<file path="config.mk">
export PLATFORM = sky130hd
export DESIGN_NAME = volume_crop_stream_flat
export DESIGN_NICKNAME = d
export VERILOG_FILES = /design/src/rtl/vcrop_pkg.sv /design/src/rtl/vcrop_cfg_if.sv /design/src/rtl/vcrop_in_if.sv /design/src/rtl/vcrop_out_if.sv /design/src/rtl/volume_crop_stream.sv /design/src/flat_wrapper.sv
export SDC_FILE = /design/constraint.sdc
export NUM_CORES = 1
export LEC_CHECK = 0
export ABC_AREA = 1
export BUFFER_PORTS_ARGS = -buffer_cell sky130_fd_sc_hd__buf_2
export CAP_MARGIN = 10
export CORE_MARGIN = 2
export CORE_UTILIZATION = 58
export DETAILED_ROUTE_END_ITERATION = 8
export PLACE_DENSITY_LB_ADDON = 0.15
export SETUP_SLACK_MARGIN = 0.1
export SLEW_MARGIN = 30
export SYNTH_ARGS = -nofsm -noshare
export SYNTH_HDL_FRONTEND = slang
export SYNTH_SLANG_ARGS = --single-unit
</file>
<file path="constraint.sdc">
create_clock -name i_clk -period 2.5 [get_ports i_clk]
set_clock_uncertainty 0.05 [all_clocks]
set_input_delay 0 -clock i_clk [delete_from_list [all_inputs] [get_ports i_clk]]
set_output_delay 0 -clock i_clk [all_outputs]
set_load 0.03 [all_outputs]
</file>
<file path="src/rtl/vcrop_pkg.sv">
// Package for the volume crop stream block: field widths, parameter defaults, register
// indexes, register reset values and the configuration register type.
// No dependencies.
`timescale 1ns / 1ps
`default_nettype none

package vcrop_pkg;

    // Fixed widths of the channel fields.
    localparam int ELEM_W   = 64;
    localparam int COORD_W  = 14;
    localparam int COUNT_W  = 5;
    localparam int CFG_IDX_W = 3;
    localparam int CFG_DATA_W = COORD_W;

    // Defaults for the top-level parameters.
    localparam int ELEM_BYTES_DEF     = 2;
    localparam int MAX_DIM_DEF        = 16384;
    localparam int MAX_COMPONENTS_DEF = 16;

    // Register indexes on the configuration channel.
    localparam logic [CFG_IDX_W-1:0] REG_COMPONENT_COUNT = 3'd0;
    localparam logic [CFG_IDX_W-1:0] REG_X_FIRST         = 3'd1;
    localparam logic [CFG_IDX_W-1:0] REG_X_LAST          = 3'd2;
    localparam logic [CFG_IDX_W-1:0] REG_Y_FIRST         = 3'd3;
    localparam logic [CFG_IDX_W-1:0] REG_Y_LAST          = 3'd4;
    localparam logic [CFG_IDX_W-1:0] REG_Z_FIRST         = 3'd5;
    localparam logic [CFG_IDX_W-1:0] REG_Z_LAST          = 3'd6;
    localparam logic [CFG_IDX_W-1:0] REG_SWAP_BYTES      = 3'd7;

    // Register reset values.
    localparam logic [COUNT_W-1:0] RST_COMPONENT_COUNT = 5'd1;
    localparam logic [COORD_W-1:0] RST_FIRST           = 14'd0;
    localparam logic [COORD_W-1:0] RST_LAST            = 14'd16383;

    typedef struct packed {
        logic [COUNT_W-1:0] component_count;
        logic [COORD_W-1:0] x_first;
        logic [COORD_W-1:0] x_last;
        logic [COORD_W-1:0] y_first;
        logic [COORD_W-1:0] y_last;
        logic [COORD_W-1:0] z_first;
        logic [COORD_W-1:0] z_last;
        logic               swap_bytes;
    } t_cfg;

endpackage

`default_nettype wire

</file>
<file path="src/rtl/vcrop_cfg_if.sv">
// Configuration write channel of the volume crop stream block.
// Depends on vcrop_pkg for the index and data widths.
`timescale 1ns / 1ps
`default_nettype none

interface vcrop_cfg_if;
    logic                                valid;
    logic                                ready;
    logic [vcrop_pkg::CFG_IDX_W-1:0]     index;
    logic [vcrop_pkg::CFG_DATA_W-1:0]    data;

    modport source (output valid, output index, output data, input ready);
    modport sink   (input valid, input index, input data, output ready);
endinterface

`default_nettype wire

</file>
<file path="src/rtl/vcrop_in_if.sv">
// Input element channel of the volume crop stream block.
// Depends on vcrop_pkg for the element width.
`timescale 1ns / 1ps
`default_nettype none

interface vcrop_in_if;
    logic                            valid;
    logic                            ready;
    logic [vcrop_pkg::ELEM_W-1:0]    element_in;
    logic                            row_end;
    logic                            slice_end;
    logic                            volume_end;

    modport source (output valid, output element_in, output row_end, output slice_end,
                    output volume_end, input ready);
    modport sink   (input valid, input element_in, input row_end, input slice_end,
                    input volume_end, output ready);
endinterface

`default_nettype wire

</file>
<file path="src/rtl/vcrop_out_if.sv">
// Output element channel of the volume crop stream block.
// Depends on vcrop_pkg for the element width.
`timescale 1ns / 1ps
`default_nettype none

interface vcrop_out_if;
    logic                            valid;
    logic                            ready;
    logic [vcrop_pkg::ELEM_W-1:0]    element_out;
    logic                            cropped_row_last;
    logic                            cropped_volume_last;

    modport source (output valid, output element_out, output cropped_row_last,
                    output cropped_volume_last, input ready);
    modport sink   (input valid, input element_out, input cropped_row_last,
                    input cropped_volume_last, output ready);
endinterface

`default_nettype wire

</file>
<file path="src/rtl/volume_crop_stream.sv">
// Top level of the volume crop stream block: raster counters, window test,
// byte swap and output register.
// Depends on vcrop_pkg, vcrop_cfg_if, vcrop_in_if and vcrop_out_if.
//
//  Channel  | Direction | Payload                                         | Handshake
//  ---------+-----------+-------------------------------------------------+-----------
//  i_cfg    | in        | index, data                                     | valid/ready
//  i_in     | in        | element_in, row_end, slice_end, volume_end      | valid/ready
//  o_out    | out       | element_out, cropped_row_last, cropped_volume_last | valid/ready
//
// One input transaction is taken every cycle while i_in.ready is high; a kept element passes
// through the window stage and then the output register before it appears on o_out.
// Dropped elements produce no output transaction.
// Configuration writes are always taken.
// Reset clears the counters, empties both stages and restores the register defaults.
// A stall on o_out holds the output register and back-pressures i_in only when
// the window stage is also occupied.
`timescale 1ns / 1ps
`default_nettype none

module volume_crop_stream #(
    parameter int ELEM_BYTES     = vcrop_pkg::ELEM_BYTES_DEF,
    parameter int MAX_DIM        = vcrop_pkg::MAX_DIM_DEF,
    parameter int MAX_COMPONENTS = vcrop_pkg::MAX_COMPONENTS_DEF
) (
    input  wire logic    i_clk,
    input  wire logic    i_rst_n,
    vcrop_cfg_if.sink    i_cfg,
    vcrop_in_if.sink     i_in,
    vcrop_out_if.source  o_out
);
    import vcrop_pkg::*;

    localparam int CW  = $clog2(MAX_DIM);
    localparam int PW  = (CW > COORD_W) ? CW : COORD_W;
    localparam int CIW = (MAX_COMPONENTS > 1) ? $clog2(MAX_COMPONENTS) : 1;
    localparam int NW  = ($clog2(MAX_COMPONENTS + 1) > COUNT_W) ?
                         $clog2(MAX_COMPONENTS + 1) : COUNT_W;
    localparam int EW  = 8 * ELEM_BYTES;
    localparam logic [CW-1:0] DIM_MAX  = CW'(MAX_DIM - 1);
    localparam logic [NW-1:0] COMP_MAX = NW'(MAX_COMPONENTS);

    t_cfg r_cfg;

    logic [CIW-1:0] r_comp, n_comp;
    logic [CW-1:0]  r_col, n_col;
    logic [CW-1:0]  r_row, n_row;
    logic [CW-1:0]  r_slice, n_slice;

    logic           r_s1_valid;
    logic [EW-1:0]  r_s1_elem;
    logic           r_s1_rl;
    logic           r_s1_vl;

    logic              r_out_valid;
    logic [ELEM_W-1:0] r_out_elem;
    logic              r_out_rl;
    logic              r_out_vl;

    logic [NW-1:0] w_cnt_raw;
    logic [NW-1:0] w_cnt;
    logic          w_last_comp;
    logic          w_kept;
    logic          w_rl;
    logic          w_vl;
    logic          w_accept;
    logic          w_adv;
    logic [EW-1:0] w_swapped;

    function automatic logic [CW-1:0] f_sat_inc(input logic [CW-1:0] v);
        return (v >= DIM_MAX) ? DIM_MAX : v + CW'(1);
    endfunction

    // Configuration registers.
    assign i_cfg.ready = 1'b1;

    always_ff @(posedge i_clk) begin
        if (!i_rst_n) begin
            r_cfg.component_count <= RST_COMPONENT_COUNT;
            r_cfg.x_first         <= RST_FIRST;
            r_cfg.x_last          <= RST_LAST;
            r_cfg.y_first         <= RST_FIRST;
            r_cfg.y_last          <= RST_LAST;
            r_cfg.z_first         <= RST_FIRST;
            r_cfg.z_last          <= RST_LAST;
            r_cfg.swap_bytes      <= 1'b0;
        end else if (i_cfg.valid) begin
            case (i_cfg.index)
                REG_COMPONENT_COUNT: r_cfg.component_count <= i_cfg.data[COUNT_W-1:0];
                REG_X_FIRST:         r_cfg.x_first         <= i_cfg.data;
                REG_X_LAST:          r_cfg.x_last          <= i_cfg.data;
                REG_Y_FIRST:         r_cfg.y_first         <= i_cfg.data;
                REG_Y_LAST:          r_cfg.y_last          <= i_cfg.data;
                REG_Z_FIRST:         r_cfg.z_first         <= i_cfg.data;
                REG_Z_LAST:          r_cfg.z_last          <= i_cfg.data;
                REG_SWAP_BYTES:      r_cfg.swap_bytes      <= i_cfg.data[0];
                default: begin
                end
            endcase
        end
    end

    // Handshake: the window stage moves on whenever the output slot is free.
    assign w_adv      = !r_out_valid || o_out.ready;
    assign i_in.ready = !r_s1_valid || w_adv;
    assign w_accept   = i_in.valid && i_in.ready;

    // A component count of zero behaves as one; counts above MAX_COMPONENTS are clamped to it.
    assign w_cnt_raw = NW'(r_cfg.component_count);
    always_comb begin
        if (w_cnt_raw == '0) begin
            w_cnt = NW'(1);
        end else if (w_cnt_raw > COMP_MAX) begin
            w_cnt = COMP_MAX;
        end else begin
            w_cnt = w_cnt_raw;
        end
    end
    assign w_last_comp = NW'(r_comp) >= (w_cnt - NW'(1));

    assign w_kept = (PW'(r_col)   >= PW'(r_cfg.x_first)) && (PW'(r_col)   <= PW'(r_cfg.x_last))
                 && (PW'(r_row)   >= PW'(r_cfg.y_first)) && (PW'(r_row)   <= PW'(r_cfg.y_last))
                 && (PW'(r_slice) >= PW'(r_cfg.z_first)) && (PW'(r_slice) <= PW'(r_cfg.z_last));

    assign w_rl = w_last_comp && ((PW'(r_col) == PW'(r_cfg.x_last)) || i_in.row_end);
    assign w_vl = w_rl
               && ((PW'(r_row) == PW'(r_cfg.y_last)) || i_in.slice_end || i_in.volume_end)
               && ((PW'(r_slice) == PW'(r_cfg.z_last)) || i_in.volume_end);

    // Counter advance; the strongest marker wins.
    always_comb begin
        n_comp  = r_comp;
        n_col   = r_col;
        n_row   = r_row;
        n_slice = r_slice;
        if (i_in.volume_end) begin
            n_comp  = '0;
            n_col   = '0;
            n_row   = '0;
            n_slice = '0;
        end else if (i_in.slice_end) begin
            n_comp  = '0;
            n_col   = '0;
            n_row   = '0;
            n_slice = f_sat_inc(r_slice);
        end else if (i_in.row_end) begin
            n_comp = '0;
            n_col  = '0;
            n_row  = f_sat_inc(r_row);
        end else if (w_last_comp) begin
            n_comp = '0;
            n_col  = f_sat_inc(r_col);
        end else begin
            n_comp = r_comp + CIW'(1);
        end
    end

    always_ff @(posedge i_clk) begin
        if (!i_rst_n) begin
            r_comp  <= '0;
            r_col   <= '0;
            r_row   <= '0;
            r_slice <= '0;
        end else if (w_accept) begin
            r_comp  <= n_comp;
            r_col   <= n_col;
            r_row   <= n_row;
            r_slice <= n_slice;
        end
    end

    // Window stage: only kept elements occupy it.
    always_ff @(posedge i_clk) begin
        if (!i_rst_n) begin
            r_s1_valid <= 1'b0;
        end else if (w_accept) begin
            r_s1_valid <= w_kept;
        end else if (w_adv) begin
            r_s1_valid <= 1'b0;
        end
    end

    always_ff @(posedge i_clk) begin
        if (w_accept) begin
            r_s1_elem <= i_in.element_in[EW-1:0];
            r_s1_rl   <= w_rl;
            r_s1_vl   <= w_vl;
        end
    end

    always_comb begin
        w_swapped = r_s1_elem;
        if (r_cfg.swap_bytes) begin
            for (int i = 0; i < ELEM_BYTES; i++) begin
                w_swapped[8*i +: 8] = r_s1_elem[8*(ELEM_BYTES-1-i) +: 8];
            end
        end
    end

    // Output register.
    always_ff @(posedge i_clk) begin
        if (!i_rst_n) begin
            r_out_valid <= 1'b0;
        end else if (w_adv) begin
            r_out_valid <= r_s1_valid;
        end
    end

    always_ff @(posedge i_clk) begin
        if (w_adv && r_s1_valid) begin
            r_out_elem <= ELEM_W'(w_swapped);
            r_out_rl   <= r_s1_rl;
            r_out_vl   <= r_s1_vl;
        end
    end

    assign o_out.valid               = r_out_valid;
    assign o_out.element_out         = r_out_elem;
    assign o_out.cropped_row_last    = r_out_rl;
    assign o_out.cropped_volume_last = r_out_vl;

    // The end of the cropped volume is always also the end of a cropped row.
    a_vl_implies_rl: assert property (@(posedge i_clk) disable iff (!i_rst_n)
        r_out_valid |-> (!r_out_vl || r_out_rl))
        else $error("cropped volume end without cropped row end");

    // A volume end marker restarts every counter.
    a_volume_restart: assert property (@(posedge i_clk) disable iff (!i_rst_n)
        (w_accept && i_in.volume_end) |=>
            (r_comp == '0 && r_col == '0 && r_row == '0 && r_slice == '0))
        else $error("counters not cleared after volume end");

    // A kept element in the window stage is never lost when the output slot is free.
    a_stage_moves: assert property (@(posedge i_clk) disable iff (!i_rst_n)
        (r_s1_valid && w_adv) |=> r_out_valid)
        else $error("kept element dropped between stages");

    // Both stages are empty straight after reset.
    a_reset_empty: assert property (@(posedge i_clk)
        !i_rst_n |=> (!r_out_valid && !r_s1_valid))
        else $error("pipeline not empty after reset");

endmodule

`default_nettype wire
</file>
<file path="src/flat_wrapper.sv">
// flat-port wrapper written by rule: the top's interface ports become plain ports
module volume_crop_stream_flat import vcrop_pkg::*;
#(
    parameter int ELEM_BYTES     = vcrop_pkg::ELEM_BYTES_DEF,
    parameter int MAX_DIM        = vcrop_pkg::MAX_DIM_DEF,
    parameter int MAX_COMPONENTS = vcrop_pkg::MAX_COMPONENTS_DEF
)
  (i_clk, i_rst_n, i_cfg_valid, i_cfg_index, i_cfg_data, i_cfg_ready, i_in_valid, i_in_element_in, i_in_row_end, i_in_slice_end, i_in_volume_end, i_in_ready, o_out_valid, o_out_element_out, o_out_cropped_row_last, o_out_cropped_volume_last, o_out_ready);
  vcrop_cfg_if i_cfg_i ();
  vcrop_in_if i_in_i ();
  vcrop_out_if o_out_i ();
  input  wire logic i_clk;
  input  wire logic i_rst_n;
  input wire logic [$bits(i_cfg_i.valid)-1:0] i_cfg_valid;
  input wire logic [$bits(i_cfg_i.index)-1:0] i_cfg_index;
  input wire logic [$bits(i_cfg_i.data)-1:0] i_cfg_data;
  output wire logic [$bits(i_cfg_i.ready)-1:0] i_cfg_ready;
  input wire logic [$bits(i_in_i.valid)-1:0] i_in_valid;
  input wire logic [$bits(i_in_i.element_in)-1:0] i_in_element_in;
  input wire logic [$bits(i_in_i.row_end)-1:0] i_in_row_end;
  input wire logic [$bits(i_in_i.slice_end)-1:0] i_in_slice_end;
  input wire logic [$bits(i_in_i.volume_end)-1:0] i_in_volume_end;
  output wire logic [$bits(i_in_i.ready)-1:0] i_in_ready;
  output wire logic [$bits(o_out_i.valid)-1:0] o_out_valid;
  output wire logic [$bits(o_out_i.element_out)-1:0] o_out_element_out;
  output wire logic [$bits(o_out_i.cropped_row_last)-1:0] o_out_cropped_row_last;
  output wire logic [$bits(o_out_i.cropped_volume_last)-1:0] o_out_cropped_volume_last;
  input wire logic [$bits(o_out_i.ready)-1:0] o_out_ready;
  assign i_cfg_i.valid = i_cfg_valid;
  assign i_cfg_i.index = i_cfg_index;
  assign i_cfg_i.data = i_cfg_data;
  assign i_cfg_ready = i_cfg_i.ready;
  assign i_in_i.valid = i_in_valid;
  assign i_in_i.element_in = i_in_element_in;
  assign i_in_i.row_end = i_in_row_end;
  assign i_in_i.slice_end = i_in_slice_end;
  assign i_in_i.volume_end = i_in_volume_end;
  assign i_in_ready = i_in_i.ready;
  assign o_out_valid = o_out_i.valid;
  assign o_out_element_out = o_out_i.element_out;
  assign o_out_cropped_row_last = o_out_i.cropped_row_last;
  assign o_out_cropped_volume_last = o_out_i.cropped_volume_last;
  assign o_out_i.ready = o_out_ready;
  volume_crop_stream #(.ELEM_BYTES(ELEM_BYTES), .MAX_DIM(MAX_DIM), .MAX_COMPONENTS(MAX_COMPONENTS)) u_core (.i_clk(i_clk), .i_rst_n(i_rst_n), .i_cfg(i_cfg_i), .i_in(i_in_i), .o_out(o_out_i));
endmodule
</file>
==> impl_metrics.yaml, run 1 <==
synth:
  synth_edf_count: 36
  synth_top_cell_area_share: 0.279
  syn-cell-area_sq_um: 9920
  synth_common_cells: "nand2_1, inv_1, dfxtp_1"
  yosysWarnings: 0
  synth_seq_cells: 174
  ys_types: 46
  synth_most_common_cell: "nand2_1"
  synth.avg_cell_area_sq_um: 7.60
  postSynthCellCount: 1305
  ys.flop_type: "dfxtp_1"
  async_flop_share: 0
  synth_seq_area_share: 0.388
  ys_top_cells_by_area: "dfxtp_1, ha_1, edfxtp_1, nand2_1, inv_1"
  synth_top_area_cell: "dfxtp_1"
drt:
  vias: 8517
  drc: 0
  antenna_left: 0
  vias_per_cell: 5.22
  first_pass_iters: 5
  drt_wl_total_um: 22900
  drt_iter0_markers: 510
  wl_per_cell_um: 14.0
finish:
  n_antenna_cell: 0
  drive_above_1_share: 0.111
  stdcell_count: 1631
  syn_to_final_growth_pct: 14.4
  multi_input_area_sq_um: 5090
  seq_area_sq_um: 3840
  post-route-cell-area_sq_um: 11300
  fillers: 1380
  fin_nets: 1580
pwr:
  power_frac_comb: 0.126
  p_sw_frac: 0.291
  seqPwrFrac: 0.469
  power.internal_uw: 4600
  p_clk_frac: 0.405
  p_sw_uw: 1890
  irDropWorstVdd_mv: 0.543
  power_density_nw_per_um2: 572
  leakagePower_uw: 0.00533
  report.power.total_uw: 6490
clock_network:
  clock_latency_ns: 0.43
  clock_sinks: 174
  numCtsBuffers: 17
  cts_tree: "done"
  clockBufferDepth: 2
  cts.clk_slew.worst_paths_ns: 0.07
  htree_levels: 4
  ctsRootBufferMaster: "clkbuf_16"
critical_path:
  worstPathArrival_ns: 2.64
  crit_slowest_cell: "dfxtp_2"
  startpoint_type: "register"
  crit_top_cell: "o21ai_1"
  critical_path_buf_inv_count: 2
  crit_family: "simple AND/OR/NAND/NOR gates"
  crit_path_max_incr_delay_ns: 0.33
  reg2reg_slack_ns: 0.14
  path_cells: "nor2_2 > inv_2 > nor3_2 > o21ai_1 > ha_2 > xor2_1 > ha_1 > a21boi_1 > o21ai_1 > nand2_1 > nand2_2 > nand2_4 > buf_12 > a21oi_1 > nor2_1"
  crit_required_ns: 2.78
  cp_max_fo: 14
  end_kind: "register"
  path_class: "reg -> reg"
floorplanning:
  die_h_um: 135
  dieArea_sq_um: 18200
  die_w_um: 135
  core-area_sq_um: 16600
  start_util: 0.596
  num_io_pins: 158
  fp-row-count: 47
sta:
  finalMaxSlewViolations: 0
  grt_setup_unrepaired: "true"
  relSlewSlack: 0.360
  period_minus_slack_ns: 2.36
  setup_viol: 0
  worstMarginPinSlew_ns: 0.959
  setup_slack_ns: 0.144
  fin_crit_sh: 0.942
  fin_hold_ws_ns: 0.0619
  hold_viol_final: 0
  fmaxAchievable_mhz: 424
placed_design:
  portBuffers: 60
  dpl_cell_area_sq_um: 10300
  dp_hpwl_um: 15400
  place_inst: 1556
  place_ws_ns: 0.0812
  routabilityCongestion: 0.865
global_route:
  grtUsageTotal: 0.261
  grt_start_max_net_pins: 40
  grt_pass1_wl_um: 37400
  antenna_found_initial: 1
  first_global_vias: 7548
  overflow: 0
worst_hold_path:
  hp-class: "in -> reg"
run_status:
  status: "completed"
flow_run:
  drv_cap: 0
-- tightest hold or removal path, cell delays in order --
cell     delay (ns)
buf_2          0.11
nand2_1        0.22
nor3_1         0.09
nor2_1         0.09
-- worst paths after layout --
| path | depth (start not counted) | start | endpoint |
|---|---|---|---|
| max | 15 | u_core.w_cnt_raw[2]$_SDFFE_PN0P_ | u_core.r_col[1]$_SDFFE_PN0P_ |
| min | 4 | i_cfg_valid | u_core.r_cfg[0]$_SDFFE_PN0P_ |
| max reg2reg | 15 | u_core.w_cnt_raw[2]$_SDFFE_PN0P_ | u_core.r_col[1]$_SDFFE_PN0P_ |
| min reg2reg | 2 | u_core.r_cfg[78]$_SDFFE_PN0P_ | u_core.r_cfg[78]$_SDFFE_PN0P_ |
-- flip-flops by register name (all words and copies together) (netlist names) --
register	cells
u_core.o_out.cropped_volume_last	1
u_core.w_cnt_raw	5
u_core.o_out.element_out	16
u_core.o_out.valid	1
u_core.r_s1_valid	1
u_core.r_s1_rl	1
u_core.r_s1_vl	1
u_core.r_comp	4
u_core.r_cfg	85
u_core.r_col	14
u_core.r_row	14
u_core.r_s1_elem	16
u_core.r_slice	14
u_core.o_out.cropped_row_last	1
-- metal layers --
layer	vias up	share of wire	track usage
met3	33	0.054	0.0447
li1	4398	-	-
met5	-	0.00044	0
met1	3867	0.47	0.358
met2	217	0.46	0.423
met4	2	0.018	0.0784
-- kinds of logic (layout without fill, tap and decap cells) --
family                   Yosys count  after routing  share of synthesized area
XOR/XNOR                          14             14                     0.0124
multiplexers                       1              1                    0.00101
buffers and inverters            268            327                      0.123
adder cells (fa/ha/maj)           93             93                      0.117
AND/OR/NAND/NOR                  472            472                      0.204
other                              2             49                   0.000757
flip-flops                       174            174                      0.388
AO/OA/AOI/OAI                    281            281                      0.154
-- cell type report --
| class | instances | area share |
|---|---|---|
| Multi-Input combinational cell | 910 | 0.449 |
| Sequential cell | 174 | 0.339 |
| Timing Repair Buffer | 118 | 0.0787 |
| Inverter | 177 | 0.0585 |
| Clock buffer | 17 | 0.0375 |
| Tap cell | 220 | 0.0243 |
| Clock inverter | 15 | 0.0136 |
-- metrics by stage --
step,setup TNS (ns),util
final,0,0.682
after global routing,-0.501,0.682
after CTS,0,0.679
after detailed placement,0,0.617
after global placement,0,0.617
after floorplan,0,-
-- repair_timing --
action / in CTS / in global routing
hold buffers: 40 / 0
setup buffers: 1 / 1
endpoints found under the setup margin: 13 / 19
gates cloned: 1 / 0
hold endpoints to repair: 126 / 0
resized for setup: 6 / 17
pin swaps: 0 / 1
-- cells in the final DEF, fill, tap and decap left out, types with 2 or more instances in the layout --
cell type | synthesis | routed
a21oi_1 | 127 | 125
a21oi_2 | 0 | 2
buf_12 | 0 | 3
buf_2 | 9 | 60
buf_4 | 49 | 14
clkbuf_16 | 0 | 17
conb_1 | 2 | 49
dfxtp_1 | 138 | 137
dlygate4sd3_1 | 0 | 40
edfxtp_1 | 36 | 36
ha_1 | 93 | 92
inv_1 | 170 | 169
inv_2 | 6 | 7
inv_6 | 0 | 7
inv_8 | 0 | 6
nand2_1 | 272 | 269
nand2_2 | 7 | 7
nand2_4 | 0 | 3
nand3_1 | 51 | 48
nand3_2 | 2 | 5
nand3b_1 | 2 | 2
nand4_1 | 16 | 16
nor2_1 | 91 | 88
nor2_2 | 6 | 9
nor2_4 | 5 | 5
nor3_1 | 9 | 8
nor3_2 | 1 | 2
nor4_1 | 2 | 2
o211ai_1 | 41 | 41
o21ai_0 | 105 | 102
o21ai_1 | 1 | 4
or2_2 | 2 | 2
xnor2_1 | 6 | 6
xor2_1 | 8 | 8
-- power groups by stage --
stage	Sequential, uW	Clock, uW	Combinational, uW
global route	3060	2810	918
detailed placement	3110	0	733
floorplan	3120	0	562
CTS	3040	2680	798
global placement	3100	0	718
finish	3050	2630	818
No activity file was read; power rests on OpenSTA's default activity.
==> inputs of run 2 (changes only) <==
Settings changed: CORE_MARGIN 2 to unset.
==> run 2 against run 1 <==
Register-to-register slack got worse by 0.05 ns. Wire length decreased by 1.2%. Design area fell by 0.43%. Via count decreased by 0.72%. Global-route usage increased by 0.52 points. Die area is 2.9% lower. Fmax down 2.0%. Sequential power about the same. Critical endpoint is now u_core.r_col[0]$_SDFFE_PN0P_. Largest power group unchanged.
==> impl_metrics.yaml, run 2 (synthesis gave the netlist of run 1 again) <==
floorplanning:
  start_util: 0.596
  die_h_um: 133
  core-area_sq_um: 16600
  die_w_um: 133
  num_io_pins: 158
  fp-row-count: 47
  dieArea_sq_um: 17600
sta:
  fmaxAchievable_mhz: 416
  relSlewSlack: 0.509
  hold_viol_final: 0
  period_minus_slack_ns: 2.40
  tns_ns: 0
  finalMaxSlewViolations: 0
  grt_setup_unrepaired: "true"
  worstMarginPinSlew_ns: 0.736
  fin_crit_sh: 0.961
  setup_viol: 0
pwr:
  irDropWorstVdd_mv: 0.510
  power_density_nw_per_um2: 574
  leakagePower_uw: 0.00530
global_route:
  grtUsageTotal: 0.266
  overflow: 0
  first_global_vias: 7357
  antenna_found_initial: 0
  grt_start_max_net_pins: 74
  grt_pass1_wl_um: 36700
finish:
  final_cell_mix: "nand2_1, inv_1, dfxtp_1"
  regMostFlops: "u_core.r_cfg"
  stdcell_count: 1627
  final_common_cell: "nand2_1"
  post-route-util: 0.679
  n_antenna_cell: 0
  largest_reg_flops: 85
  post-route-cell-area_sq_um: 11300
  fin_nets: 1576
  drive_above_1_share: 0.107
  syn_to_final_growth_pct: 13.9
clock_network:
  clockBufferDepth: 2
  clock_latency_ns: 0.43
  numCtsBuffers: 17
  cts_tree: "done"
  ctsRootBufferMaster: "clkbuf_16"
  clock_sinks: 174
  cts.clk_slew.worst_paths_ns: 0.07
  htree_levels: 4
drt:
  drc: 0
  vias: 8456
  vias_per_cell: 5.20
  drt_wl_total_um: 22600
  antenna_left: 0
  wl_per_cell_um: 13.9
  first_pass_iters: 5
  drt_iter0_markers: 513
critical_path:
  crit_required_ns: 2.82
  startpoint_type: "register"
  critical_path_buf_inv_count: 2
  crit_top_cell: "nand2_1"
  crit_family: "simple AND/OR/NAND/NOR gates"
  cp_max_fo: 13
  r2r_start: "u_core.w_cnt_raw[2]$_SDFFE_PN0P_"
  reg2reg_depth: 16
  end_kind: "register"
  crit_path_max_incr_delay_ns: 0.34
  crit_slowest_cell: "dfxtp_2"
  path_cells: "nor2_1 > inv_1 > o21ai_1 > nand2_1 > ha_2 > xor2_1 > ha_1 > a21boi_1 > o21ai_1 > nand2_1 > nand2_2 > nand2_4 > buf_16 > nand3_1 > nand2_1 > nor2_1"
  worstPathArrival_ns: 2.72
  path_depth: 16
  path_class: "reg -> reg"
  reg2reg_slack_ns: 0.1
  timing.rr.end: "u_core.r_col[0]$_SDFFE_PN0P_"
  startpoint: "u_core.w_cnt_raw[2]$_SDFFE_PN0P_"
worst_hold_path:
  hp-class: "in -> reg"
  hold_end: "u_core.r_row[4]$_SDFFE_PN0P_"
  hp-start: "i_in_slice_end"
  hold_depth: 6
placed_design:
  dp_hpwl_um: 15500
  place_inst: 1554
  routabilityCongestion: 0.834
  dpl_cell_area_sq_um: 10200
  portBuffers: 60
flow_run:
  drv_cap: 0
run_status:
  status: "completed"
run 2: cell types whose count changed in the layout (fill, tap and decap cells not counted), sizes merged:
cell,delta
buf,-1
clkinv,+2
clkinvlp,+1
dlygate4sd3,-3
inv,-3
run 2: stage by stage:
step	hold slack (ns)	power, uW	worst slack (ns)
3_5_place_dp	0.129	3840	0.0592
6_report	0.0217	6480	0.0963
3_3_place_gp	0.127	3810	0.155
2_1_floorplan	0.0489	3690	0.201
4_1_cts	0.00195	6520	0.123
5_1_grt	0.0282	6760	-0.0747
run 2: final cells by class:
cell class	count	area [sq um]
fillers	1388	5340
multi-input cells	910	5060
flip-flops and latches	174	3850
repair buffers	114	863
inverters	177	664
clock buffers	17	425
well taps	220	275
clock inverters	15	164
run 2: metal layers:
layer	vias to the layer above	wire length (um)	global-route usage
met2	215	10300	0.425
met1	3819	10700	0.366
met3	28	1080	0.0441
met5	-	0	0
met4	0	454	0.0894
li1	4394	-	-
run 2: how the worst max path moves through the flow:
stage	to	slack, ns
6_report	u_core.r_col[0]$_SDFFE_PN0P_	0.1
5_1_grt	u_core.r_col[0]$_SDFFE_PN0P_	-0.07
4_1_cts	u_core.r_col[1]$_SDFFE_PN0P_	0.12
3_5_place_dp	u_core.r_col[9]$_SDFFE_PN0P_	0.06
3_3_place_gp	u_core.r_col[10]$_SDFFE_PN0P_	0.15
2_1_floorplan	u_core.r_col[10]$_SDFFE_PN0P_	0.20
run 2: worst reg2reg max path: stages, from the launching register on:
cell and delay [ns]:
dfxtp_2 0.34, nor2_1 0.10, inv_1 0.07, o21ai_1 0.11, nand2_1 0.09, ha_2 0.19, xor2_1 0.16, ha_1 0.29
a21boi_1 0.14, o21ai_1 0.12, nand2_1 0.07, nand2_2 0.09, nand2_4 0.11, buf_16 0.19, nand3_1 0.06, nand2_1 0.05
nor2_1 0.12
run 2: power breakdown:
group | total [uW] | internal, uW | switching (uW)
clock | 2630 | 1350 | 1290
sequential | 3050 | 2980 | 64.0
combinational | 801 | 265 | 536
total | 6480 | 4600 | 1890
run 2: timing repair:
action	4_1_cts	5_1_grt
resized for setup	11	3
setup endpoints to repair	15	19
hold buffers	37	0
gates cloned	2	0
hold endpoints to repair	124	0
setup buffers	1	1
==> inputs of run 3 (changes only) <==
Settings changed: GPL_TIMING_DRIVEN set to 0.
==> run 3 against run 2 <==
The flow now finishes with violations (hold timing). Clock power up 2%. First-iteration DRC count grew 26%. Design area up 4.0%. Critical path depth fell by 2.
==> impl_metrics.yaml, run 3 (synthesis gave the netlist of run 1 again) <==
finish:
  stdcell_count: 1705
  n_antenna_cell: 0
  post-route-util: 0.706
  final_cell_mix: "nand2_1, inv_1, dfxtp_1"
  seq_area_sq_um: 3840
  fillers: 1363
  fin_nets: 1654
  largest_reg_flops: 85
  drive_above_1_share: 0.138
  final_common_cell: "nand2_1"
  syn_to_final_growth_pct: 18.5
  regMostFlops: "u_core.r_cfg"
  multi_input_area_sq_um: 5100
critical_path:
  path_class: "reg -> reg"
  crit_required_ns: 2.74
  worstPathArrival_ns: 2.66
  reg2reg_slack_ns: 0.08
  timing.rr.end: "u_core.r_s1_vl$_DFFE_PP_"
  cp_max_fo: 4
  r2r_start: "u_core.w_cnt_raw[2]$_SDFFE_PN0P_"
  end_kind: "register"
  startpoint_type: "register"
  reg2reg_depth: 14
drt:
  vias: 9000
  antenna_left: 0
  wl_per_cell_um: 14.8
  drt_wl_total_um: 25300
  drc: 0
  drt_iter0_markers: 645
  vias_per_cell: 5.28
  first_pass_iters: 5
sta:
  fmaxAchievable_mhz: 414
  finalMaxSlewViolations: 0
  hold_viol_final: 1
  fin_hold_ws_ns: -0.00895
  setup_viol: 0
  worstMarginPinSlew_ns: 0.651
  relSlewSlack: 0.566
  fin_crit_sh: 0.966
  period_minus_slack_ns: 2.42
  tns_ns: 0
  grt_setup_unrepaired: "true"
pwr:
  power_density_nw_per_um2: 564
  p_sw_uw: 1830
  irDropWorstVdd_mv: 0.534
  p_clk_frac: 0.403
  p_sw_frac: 0.277
  seqPwrFrac: 0.460
  power_frac_comb: 0.137
  leakagePower_uw: 0.00557
  power.internal_uw: 4790
placed_design:
  portBuffers: 58
  routabilityCongestion: 0.882
  place_inst: 1631
  dp_hpwl_um: 17700
floorplanning:
  start_util: 0.596
  num_io_pins: 158
  die_w_um: 133
  dieArea_sq_um: 17600
  die_h_um: 133
  core-area_sq_um: 16600
  fp-row-count: 47
clock_network:
  clock_sinks: 174
  clockBufferDepth: 2
  clock_latency_ns: 0.44
  numCtsBuffers: 17
  cts.clk_slew.worst_paths_ns: 0.07
  cts_tree: "done"
  ctsRootBufferMaster: "clkbuf_16"
  htree_levels: 4
flow_run:
  drv_cap: 0
worst_hold_path:
  hold_depth: 4
  hp-start: "i_in_valid"
  hp-class: "in -> reg"
  hold_end: "u_core.r_comp[0]$_SDFFE_PN0P_"
run_status:
  violations: "hold timing"
  status: "complete, but fails checks"
global_route:
  first_global_vias: 8174
  overflow: 0
  antenna_found_initial: 0
  grt_start_max_net_pins: 28
  grtUsageTotal: 0.295
  grt_pass1_wl_um: 40700
## run 3: critical path, stage by stage (launching register included)
cell and delay, ns:
dfxtp_2 0.34, nor2_2 0.11, inv_2 0.06, nor3_4 0.11
o21ai_1 0.08, ha_2 0.20, xor2_1 0.16, ha_1 0.26
a21boi_1 0.14, o21ai_1 0.07, nand2_1 0.10, nand2_4 0.07
buf_4 0.15, a21oi_4 0.15, o21a_1 0.20
## run 3: power by group through the flow
stage / sequential [uW] / combinational, uW / clock, uW
after global placement: 3100 / 789 / 0
after detailed placement: 3110 / 808 / 0
after CTS: 3050 / 873 / 2680
after floorplan: 3120 / 562 / 0
after global routing: 3060 / 998 / 2790
final: 3050 / 905 / 2670
## run 3: area by class of cell
class / instances / area share
buffer: 91 / 0.0487
clock inverter: 15 / 0.0136
clock buffer: 17 / 0.0362
multi-input combinational: 910 / 0.434
tap: 220 / 0.0234
sequential: 174 / 0.327
timing repair buffer: 101 / 0.0603
inverter: 177 / 0.0565
## run 3: layer usage
| metal | share of wire | global-route usage |
|---|---|---|
| met2 | 0.47 | 0.499 |
| met1 | 0.43 | 0.370 |
| met4 | 0.028 | 0.110 |
| met5 | 0 | 0 |
| met3 | 0.069 | 0.0636 |
## run 3: worst max path at each step
stage / from / to / slack (ns) / cells past startpoint
finish: u_core.w_cnt_raw[2]$_SDFFE_PN0P_ / u_core.r_s1_vl$_DFFE_PP_ / 0.08 / 14
global route: u_core.w_cnt_raw[2]$_SDFFE_PN0P_ / u_core.r_col[1]$_SDFFE_PN0P_ / -0.05 / 16
CTS: u_core.w_cnt_raw[2]$_SDFFE_PN0P_ / u_core.r_col[6]$_SDFFE_PN0P_ / 0.11 / 16
detailed placement: u_core.w_cnt_raw[2]$_SDFFE_PN0P_ / u_core.r_col[6]$_SDFFE_PN0P_ / -0.09 / 15
global placement: u_core.w_cnt_raw[2]$_SDFFE_PN0P_ / u_core.r_col[9]$_SDFFE_PN0P_ / -0.05 / 15
floorplan: u_core.w_cnt_raw[2]$_SDFFE_PN0P_ / u_core.r_col[10]$_SDFFE_PN0P_ / 0.20 / 15
## run 3: what timing repair did
| action | CTS | global route |
|---|---|---|
| setup buffers | 3 | 1 |
| hold buffers | 38 | 0 |
| resized for setup | 13 | 14 |
| hold endpoints to repair | 117 | 0 |
| endpoints found under the setup margin | 19 | 20 |
| pin swaps | 1 | 0 |
## run 3: through the flow
step	power [uW]	cell area, sq um	hold slack (ns)	setup WS [ns]
floorplan	3690	10100	0.0489	0.201
global placement	3890	10700	0.127	-0.0466
detailed placement	3920	10700	0.128	-0.0936
CTS	6600	11700	0.00722	0.106
global route	6850	11800	0.0305	-0.0461
finish	6620	11800	-0.00895	0.0847
